**src/rtl/tre_pkg.sv**
```systemverilog
`timescale 1ns / 1ps
`default_nettype none

package tre_pkg;

    localparam int MAX_GATES  = 64;
    localparam int TERM_TRITS = 9;
    localparam int TERM_W     = 2 * TERM_TRITS;
    localparam int IDX_W      = $clog2(MAX_GATES);
    localparam int CNT_W      = $clog2(MAX_GATES + 1);
    localparam int TGT_W      = 4;
    localparam int OP_W       = 3;

    typedef enum logic {
        FUNC_LOAD = 1'b0,
        FUNC_EVAL = 1'b1
    } t_func;

    typedef enum logic [OP_W-1:0] {
        OP_MINUS1 = 3'd0,
        OP_MINUS2 = 3'd1,
        OP_SWAP01 = 3'd2,
        OP_SWAP02 = 3'd3,
        OP_SWAP12 = 3'd4
    } t_op;

    typedef struct packed {
        logic [TERM_W-1:0] control;
        logic [TGT_W-1:0]  target;
        logic [OP_W-1:0]   op;
    } t_gate;

    // Trit code three and unused op codes pass the trit unchanged.
    function automatic logic [1:0] perm_trit(input logic [OP_W-1:0] op,
                                             input logic [1:0] trit);
        logic [1:0] res;
        res = trit;
        if (trit != 2'd3) begin
            case (op)
                OP_MINUS1: res = (trit == 2'd0) ? 2'd2 : ((trit == 2'd1) ? 2'd0 : 2'd1);
                OP_MINUS2: res = (trit == 2'd0) ? 2'd1 : ((trit == 2'd1) ? 2'd2 : 2'd0);
                OP_SWAP01: res = (trit == 2'd0) ? 2'd1 : ((trit == 2'd1) ? 2'd0 : 2'd2);
                OP_SWAP02: res = (trit == 2'd0) ? 2'd2 : ((trit == 2'd1) ? 2'd1 : 2'd0);
                OP_SWAP12: res = (trit == 2'd0) ? 2'd0 : ((trit == 2'd1) ? 2'd2 : 2'd1);
                default:   res = trit;
            endcase
        end
        return res;
    endfunction

endpackage

`default_nettype wire

```
**src/rtl/tre_cell.sv**
```systemverilog
`timescale 1ns / 1ps
`default_nettype none

module tre_cell (
    input  wire logic                      i_clk,
    input  wire logic                      i_rst_n,
    input  wire logic                      i_adv,
    input  wire logic                      i_wr,
    input  wire tre_pkg::t_gate            i_gate,
    input  wire logic                      i_active,
    input  wire logic                      i_valid,
    input  wire logic [tre_pkg::TERM_W-1:0] i_term,
    output logic                           o_valid,
    output logic [tre_pkg::TERM_W-1:0]     o_term
);
    import tre_pkg::*;

    t_gate             r_gate;
    logic              r_valid;
    logic [TERM_W-1:0] r_term;
    logic [TERM_W-1:0] n_term;

    logic [TERM_W-1:0] w_mask;
    logic [1:0]        w_trit;
    logic [1:0]        w_new;
    logic              w_hit;
    logic              w_fire;
    logic [TERM_W-1:0] w_placed;

    always_comb begin
        w_mask = '0;
        w_trit = 2'd0;
        for (int k = 0; k < TERM_TRITS; k++) begin
            if (r_gate.target == TGT_W'(k)) begin
                w_mask[2*k +: 2] = 2'b11;
                w_trit           = i_term[2*k +: 2];
            end
        end
        w_hit  = |w_mask;
        w_new  = perm_trit(r_gate.op, w_trit);
        w_fire = i_active && w_hit && ((i_term & ~w_mask) == r_gate.control);
        w_placed = i_term & ~w_mask;
        for (int k = 0; k < TERM_TRITS; k++) begin
            if (r_gate.target == TGT_W'(k)) begin
                w_placed[2*k +: 2] = w_new;
            end
        end
        n_term = w_fire ? w_placed : i_term;
    end

    always_ff @(posedge i_clk) begin
        if (i_wr) begin
            r_gate <= i_gate;
        end
    end

    always_ff @(posedge i_clk) begin
        if (!i_rst_n) begin
            r_valid <= 1'b0;
        end else if (i_adv) begin
            r_valid <= i_valid;
        end
    end

    always_ff @(posedge i_clk) begin
        if (i_adv) begin
            r_term <= n_term;
        end
    end

    assign o_valid = r_valid;
    assign o_term  = r_term;

endmodule

`default_nettype wire

```
**config.mk**
```make
export PLATFORM = sky130hd
export DESIGN_NAME = tre_cell
export DESIGN_NICKNAME = d
export VERILOG_FILES = /design/src/rtl/tre_pkg.sv /design/src/rtl/tre_cell.sv
export SDC_FILE = /design/constraint.sdc
export NUM_CORES = 1
export LEC_CHECK = 0
export BUFFER_PORTS_ARGS = -buffer_cell sky130_fd_sc_hd__buf_2
export CORE_AREA = 4 4 87 89
export CTS_CLUSTER_SIZE = 8
export DETAILED_ROUTE_END_ITERATION = 8
export DIE_AREA = 0 0 91 93
export GPL_TIMING_DRIVEN = 0
export PLACE_DENSITY_LB_ADDON = 0.08
export SETUP_SLACK_MARGIN = 0.1
export SLEW_MARGIN = 25
export SYNTH_ARGS = -nofsm -noshare
export SYNTH_HDL_FRONTEND = slang
export SYNTH_SLANG_ARGS = --single-unit
```
**constraint.sdc**
```tcl
create_clock -name i_clk -period 3.9 [get_ports i_clk]
set_clock_uncertainty 0.2 [all_clocks]
set_input_delay 0.78 -clock i_clk [delete_from_list [all_inputs] [get_ports i_clk]]
set_output_delay 0.78 -clock i_clk [all_outputs]
set_load 0.01 [all_outputs]
```
== Yosys cells after proc, flatten, opt, wreduce, memory -nomap -nowiden ==
Cells that the tools add are included.

* Memory bits (writable): 0
* Bits in registers: 44
* Memories kept: 0
* Bits of input ports: 49
* Output and inout port bits: 19
* Memory bits (read-only): 0
* Bits in latches: 0
* Word-level logic and storage cells: 68

* Equality and inequality tests: 15
* Mux-type cells: 40
* $lt $le $gt $ge: 0
* Shift operators: 0
* $mul: 0
* Add/sub/neg operators: 0
* Bitwise gates (word level): 2
* Div/mod/pow operators: 0
* Reductions and logical operators: 6

{| class="wikitable"
|+ Operators by type and width
! operator !! number
|-
| 2-to-1 mux 2 bit || 36
|-
| bitwise AND 18 bit || 1
|-
| == test 18 bit || 1
|-
| 2-to-1 mux 18 bit || 1
|-
| inverter 18 bit || 1
|-
| OR reduction 18 bit || 1
|-
| == test 4 x 3 -> 1 bit (second input constant) || 4
|-
| case mux 2 bit (5 select lines) || 1
|-
| == test 4 x 2 -> 1 bit (second input constant) || 2
|-
| == test 3 x 2 -> 1 bit (second input constant) || 2
|-
| == test 4 x 1 -> 1 bit (second input constant) || 1
|-
| == test 4 bit (second input constant) || 1
|-
| logical NOT 4 bit || 1
|-
| == test 3 x 1 -> 1 bit (second input constant) || 1
|-
| == test 3 bit (second input constant) || 1
|-
| logical NOT 3 bit || 1
|-
| == test 2 x 1 -> 1 bit (second input constant) || 1
|-
| logical AND 1 bit || 2
|-
| logical NOT 2 bit || 1
|-
| 2-to-1 mux 1 bit || 2
|-
| != test 2 bit (second input constant) || 1
|}

== Longest topological paths before layout ==
* Depth in word-level cells: 17
* Gate-level depth with buffers: 10
* Gate-level depth less buffers: 7

== Worst setup path before layout ==
No wires, ideal clock.

* Kind: in2reg
* From: input i_term[0] (netlist name)
* To: register r_term[0] (netlist: o_term[0]), data pin
* Setup slack: 0.747 ns
* Buffers on the path: 1
* Arrival: 2.691 ns
* Data required time: 3.438 ns
* Setup time: 0.262 ns
* Stages: 8
* Path through: nor2b_1 maj3_1 nor2_1 nand4_1 or4_4 buf_6 or3_4 mux2_1

* Word-level cells in the longest chain between the ends: 16
* Elaborated cells on any way between the ends: 27
* Classes of those cells: 3 x eq/ne; 21 x mux; 1 x bitwise; 2 x reduce/logical

{| class="wikitable"
|+ Ends and longest elaborated chain
! what !! line !! RTL
|-
| start: declaration || tre_cell.sv:12 || <nowiki>input wire logic [tre_pkg::TERM_W-1:0] i_term,</nowiki>
|-
| 2-to-1 mux 2 bit (9 in series) || tre_cell.sv:34 || <nowiki>if (r_gate.target == TGT_W'(k)) begin</nowiki>
|-
| == test 2 x 1 -> 1 bit || tre_pkg.sv:40, tre_pkg.sv:43, tre_pkg.sv:44 ||
|-
| 2-to-1 mux 2 bit, or another cell as far along || tre_pkg.sv:44 || <nowiki>OP_SWAP12: res = (trit == 2'd0) ? 2'd0 : ((trit == 2'd1) ? 2'd2 : 2'd1);</nowiki>
|-
| 2-to-1 mux 2 bit (on tied branches) || tre_pkg.sv:44, tre_pkg.sv:40, tre_pkg.sv:43 ||
|-
| case mux 2 bit (5 select lines) || tre_pkg.sv:39 || <nowiki>case (op)</nowiki>
|-
| 2-to-1 mux 2 bit || tre_pkg.sv:38 || <nowiki>if (trit != 2'd3) begin</nowiki>
|-
| 2-to-1 mux 2 bit || tre_cell.sv:44 || <nowiki>if (r_gate.target == TGT_W'(k)) begin</nowiki>
|-
| 2-to-1 mux 18 bit * || tre_cell.sv:48 || <nowiki>n_term = w_fire ? w_placed : i_term;</nowiki>
|-
| named net n_term[0] || tre_cell.sv:21 || <nowiki>logic [TERM_W-1:0] n_term;</nowiki>
|-
| end signal: assignment || tre_cell.sv:67 || <nowiki>r_term <= n_term;</nowiki>
|-
| end: declaration || tre_cell.sv:20 || <nowiki>logic [TERM_W-1:0] r_term;</nowiki>
|}

Mark *: on every way through the listed nets, which the timed path passes. The rest lies on a longest branch.
A chain may end at the register's enable or synchronous reset.

== Worst setup path after layout ==
* From: register r_gate[5] (netlist name)
* To: register r_term[1] (netlist: o_term[1]), data pin

* Word-level cells in the longest chain between the ends: 17
* Elaborated cells on any way between the ends: 48
* Classes of those cells: 11 x eq/ne; 30 x mux; 2 x bitwise; 5 x reduce/logical

{| class="wikitable"
|+ Ends and longest elaborated chain
! what !! line !! RTL
|-
| start: declaration || tre_cell.sv:18 || <nowiki>t_gate r_gate;</nowiki>
|-
| start signal: assignment || tre_cell.sv:53 || <nowiki>r_gate <= i_gate;</nowiki>
|-
| logical NOT 4 bit || tre_cell.sv:34, tre_cell.sv:44 ||
|-
| 2-to-1 mux 2 bit (9 in series) || tre_cell.sv:34 ||
|-
| == test 2 x 1 -> 1 bit || tre_pkg.sv:41, tre_pkg.sv:42, tre_pkg.sv:44 ||
|-
| 2-to-1 mux 2 bit (on tied branches) (2 in series) || tre_pkg.sv:44, tre_pkg.sv:41, tre_pkg.sv:42 ||
|-
| case mux 2 bit (5 select lines) || tre_pkg.sv:39 ||
|-
| 2-to-1 mux 2 bit || tre_pkg.sv:38 ||
|-
| 2-to-1 mux 2 bit || tre_cell.sv:44 ||
|-
| 2-to-1 mux 18 bit * || tre_cell.sv:48 ||
|-
| named net n_term[1] || tre_cell.sv:21 ||
|}

Marks and branches as above.

==> results.yml <==
timing:
  rsz0062_at_grt: "false"
  finalSetupTns_ps: 0
  fmax_mhz: 299.7
  hold_violations: 0
  relSlewSlack: 0.5120
  setup_violations: 0
  period_share: 0.8554
  period_needed_ps: 3336
  slew_violations: 0
  worstMarginPinSlew_ps: 729.7
logic_synthesis:
  synth_async_sr_flop_share: 0
  synth-main-ff-cell: "edfxtp_1"
  synth_largest_area_cell: "edfxtp_1"
  avgSynthCellArea_sq_um: 12.52
  synth_area_sq_um: 2454
  ys_ff_latch: 44
  synth.distinct_cells: 55
  synthCells: 196
  synth_seq_area_share: 0.5344
  yosysWarnings: 0
  ys_top_cells_by_area: "edfxtp_1, mux2_2, xnor2_1"
  synth_edf_count: 43
  synthesis.nets: 245
  netlist.area_leader.share: 0.5263
placed_design:
  dp_cells: 343
  dpl_cell_area_sq_um: 2889
  port_buffers: 67
  place_congestion: 0.8002
  post-dp-hpwl_microns: 4158
layout:
  stdcell_count: 351
  fill_cells: 674
  area_growth_pct: 22.69
  fin_nets: 319
  num_antenna_cells: 0
  multi_input_area_sq_um: 1059
  final_common_cell: "buf_2"
  final_cell_mix: "buf_2, edfxtp_1, mux2_2, nor2_1, nand2_1"
  stdcell_area_sq_um: 3010
  regArea_sq_um: 1311
  layout-drive-gt1-share: 0.4022
floorplanning:
  dieArea_sq_um: 8463
  die_y_microns: 93
  num_rows: 30
  die_x_microns: 91
  initial_core_util: 0.3631
  io_pins: 68
  core-area_sq_um: 6756
worst_setup_path:
  end_kind: "flip-flop"
  cp.arrival_ps: 3190
  worstSetupStartpointType: "flip-flop"
  critPathMaxFanout: 10
  path_class: "reg -> reg"
  worst_ep_required_time_ps: 3750
routing:
  routed_wl_microns: 5486
  wl_per_cell_microns: 15.63
  viasPerCell: 5.197
  drt-pass1-iter-count: 4
  dr.first_iter.drc_count: 92
  ant_nets: 0
  route.detailed.drc: 0
  vias: 1824
clock_tree:
  postCtsResizedCells: 0
  clk_pin_slew_ps: 90
  clock_path_buffers: 2
  cts_sinks: 44
  root_buffer: "clkbuf_8"
  cts_tree: "built"
  cts_made_buffers: 5
  cts_setup_buffers: 0
  clock_latency_ps: 300
  htree_levels: 2
  cts-hold-fix-buffers: 0
global_route:
  grt_pass1_wl_microns: 8804
  antenna_found_initial: 0
  gr-usage-all-layers: 0.1301
  grt_overflow: 0
  grt_max_degree: 26
  grt_pass1_vias: 1739
power_and_ir_drop:
  ir_drop_v: 0.0001889
  p_leak_nw: 1.142
  finalPower_mw: 1.143
  power_density_nw_per_um2: 379.8
outcome:
  outcome: "finished clean"
hold_path:
  hold_path.class: "reg -> reg"
run:
  maxCapViolations: 0
critical path, stage by stage, from the launching register on:
cell       delay [ps]
edfxtp_1          390
buf_2             260
and2b_2           190
buf_2             210
a21oi_1           100
o32ai_1           620
a2111oi_0         180
o31ai_1           240
o211ai_1          310
mux2_1            390
worst paths after layout:
path / start / end / slack, ps / depth (start not counted)
worst min-delay path: o_valid / o_valid / 330 / 2
worst max-delay path: r_gate[5] / o_term[1] / 560 / 9
worst min register to register: o_valid / o_valid / 330 / 2
worst max register to register: r_gate[5] / o_term[1] / 560 / 9
report_power, final:
part           total (mW)  switching, mW  internal (mW)  leakage [nW]
combinational       0.197          0.109         0.0882         0.651
clock               0.368          0.159          0.210        0.0614
sequential          0.578         0.0181          0.560         0.429
registers in the layout, summed over array words and instances, names as in the netlist:
register	cells
r_gate	25
o_term	18
o_valid	1
stage by stage:
| step | setup WS [ps] | util | hold WS [ps] |
|---|---|---|---|
| floorplan | 747.3 | - | 338.3 |
| global placement | 454.9 | 0.4276 | 301.6 |
| detailed placement | 424.2 | 0.4276 | 309.1 |
| CTS | 517.6 | 0.4456 | 332.1 |
| global route | 265.1 | 0.4456 | 352.2 |
| finish | 563.9 | 0.4456 | 329.7 |
synthesized netlist by cell type (2+ instances only):
cell type	n
a2111oi_0	2
a21oi_1	8
a221oi_1	2
a31oi_1	6
and2_1	2
buf_2	4
buf_6	3
clkbuf_1	2
edfxtp_1	43
inv_1	6
mux2_1	2
mux2_2	17
mux2i_1	2
mux4_2	2
nand2_1	9
nand2b_1	2
nand3_1	3
nor2_1	13
nor2b_1	5
nor3_1	5
nor3b_1	2
nor4bb_1	5
o211ai_1	2
o21ai_0	7
o31ai_1	2
o32ai_1	4
xnor2_1	7
xor2_1	2
per-layer routing:
layer / wire [microns] / track usage / vias up
li1: - / - / 919
met1: 2620 / 0.1865 / 834
met2: 2415 / 0.1980 / 66
met3: 401 / 0.03298 / 5
met4: 48 / 0.03015 / 0
met5: 0 / 0 / -
final cells by class:
| class | count | share of cell area |
|---|---|---|
| Buffer | 9 | 0.02037 |
| Clock buffer | 6 | 0.02743 |
| Sequential cell | 44 | 0.4356 |
| Clock inverter | 2 | 0.01288 |
| Tap cell | 80 | 0.03325 |
| Multi-Input combinational cell | 137 | 0.3516 |
| Inverter | 6 | 0.007481 |
| Timing Repair Buffer | 67 | 0.1114 |
kinds of logic (layout without fill, tap and decap cells):
kind of cell	count (synthesis)	in the layout	synth area share
AND/OR/NAND/NOR	61	61	0.1617
flip-flops	44	44	0.5344
AO/OA/AOI/OAI	43	43	0.1198
multiplexers	23	23	0.1137
buffers and inverters	15	90	0.03417
XOR/XNOR	9	9	0.03213
adder cells (fa/ha/maj)	1	1	0.004080
Note: power is estimated with default switching activity, not from simulation.
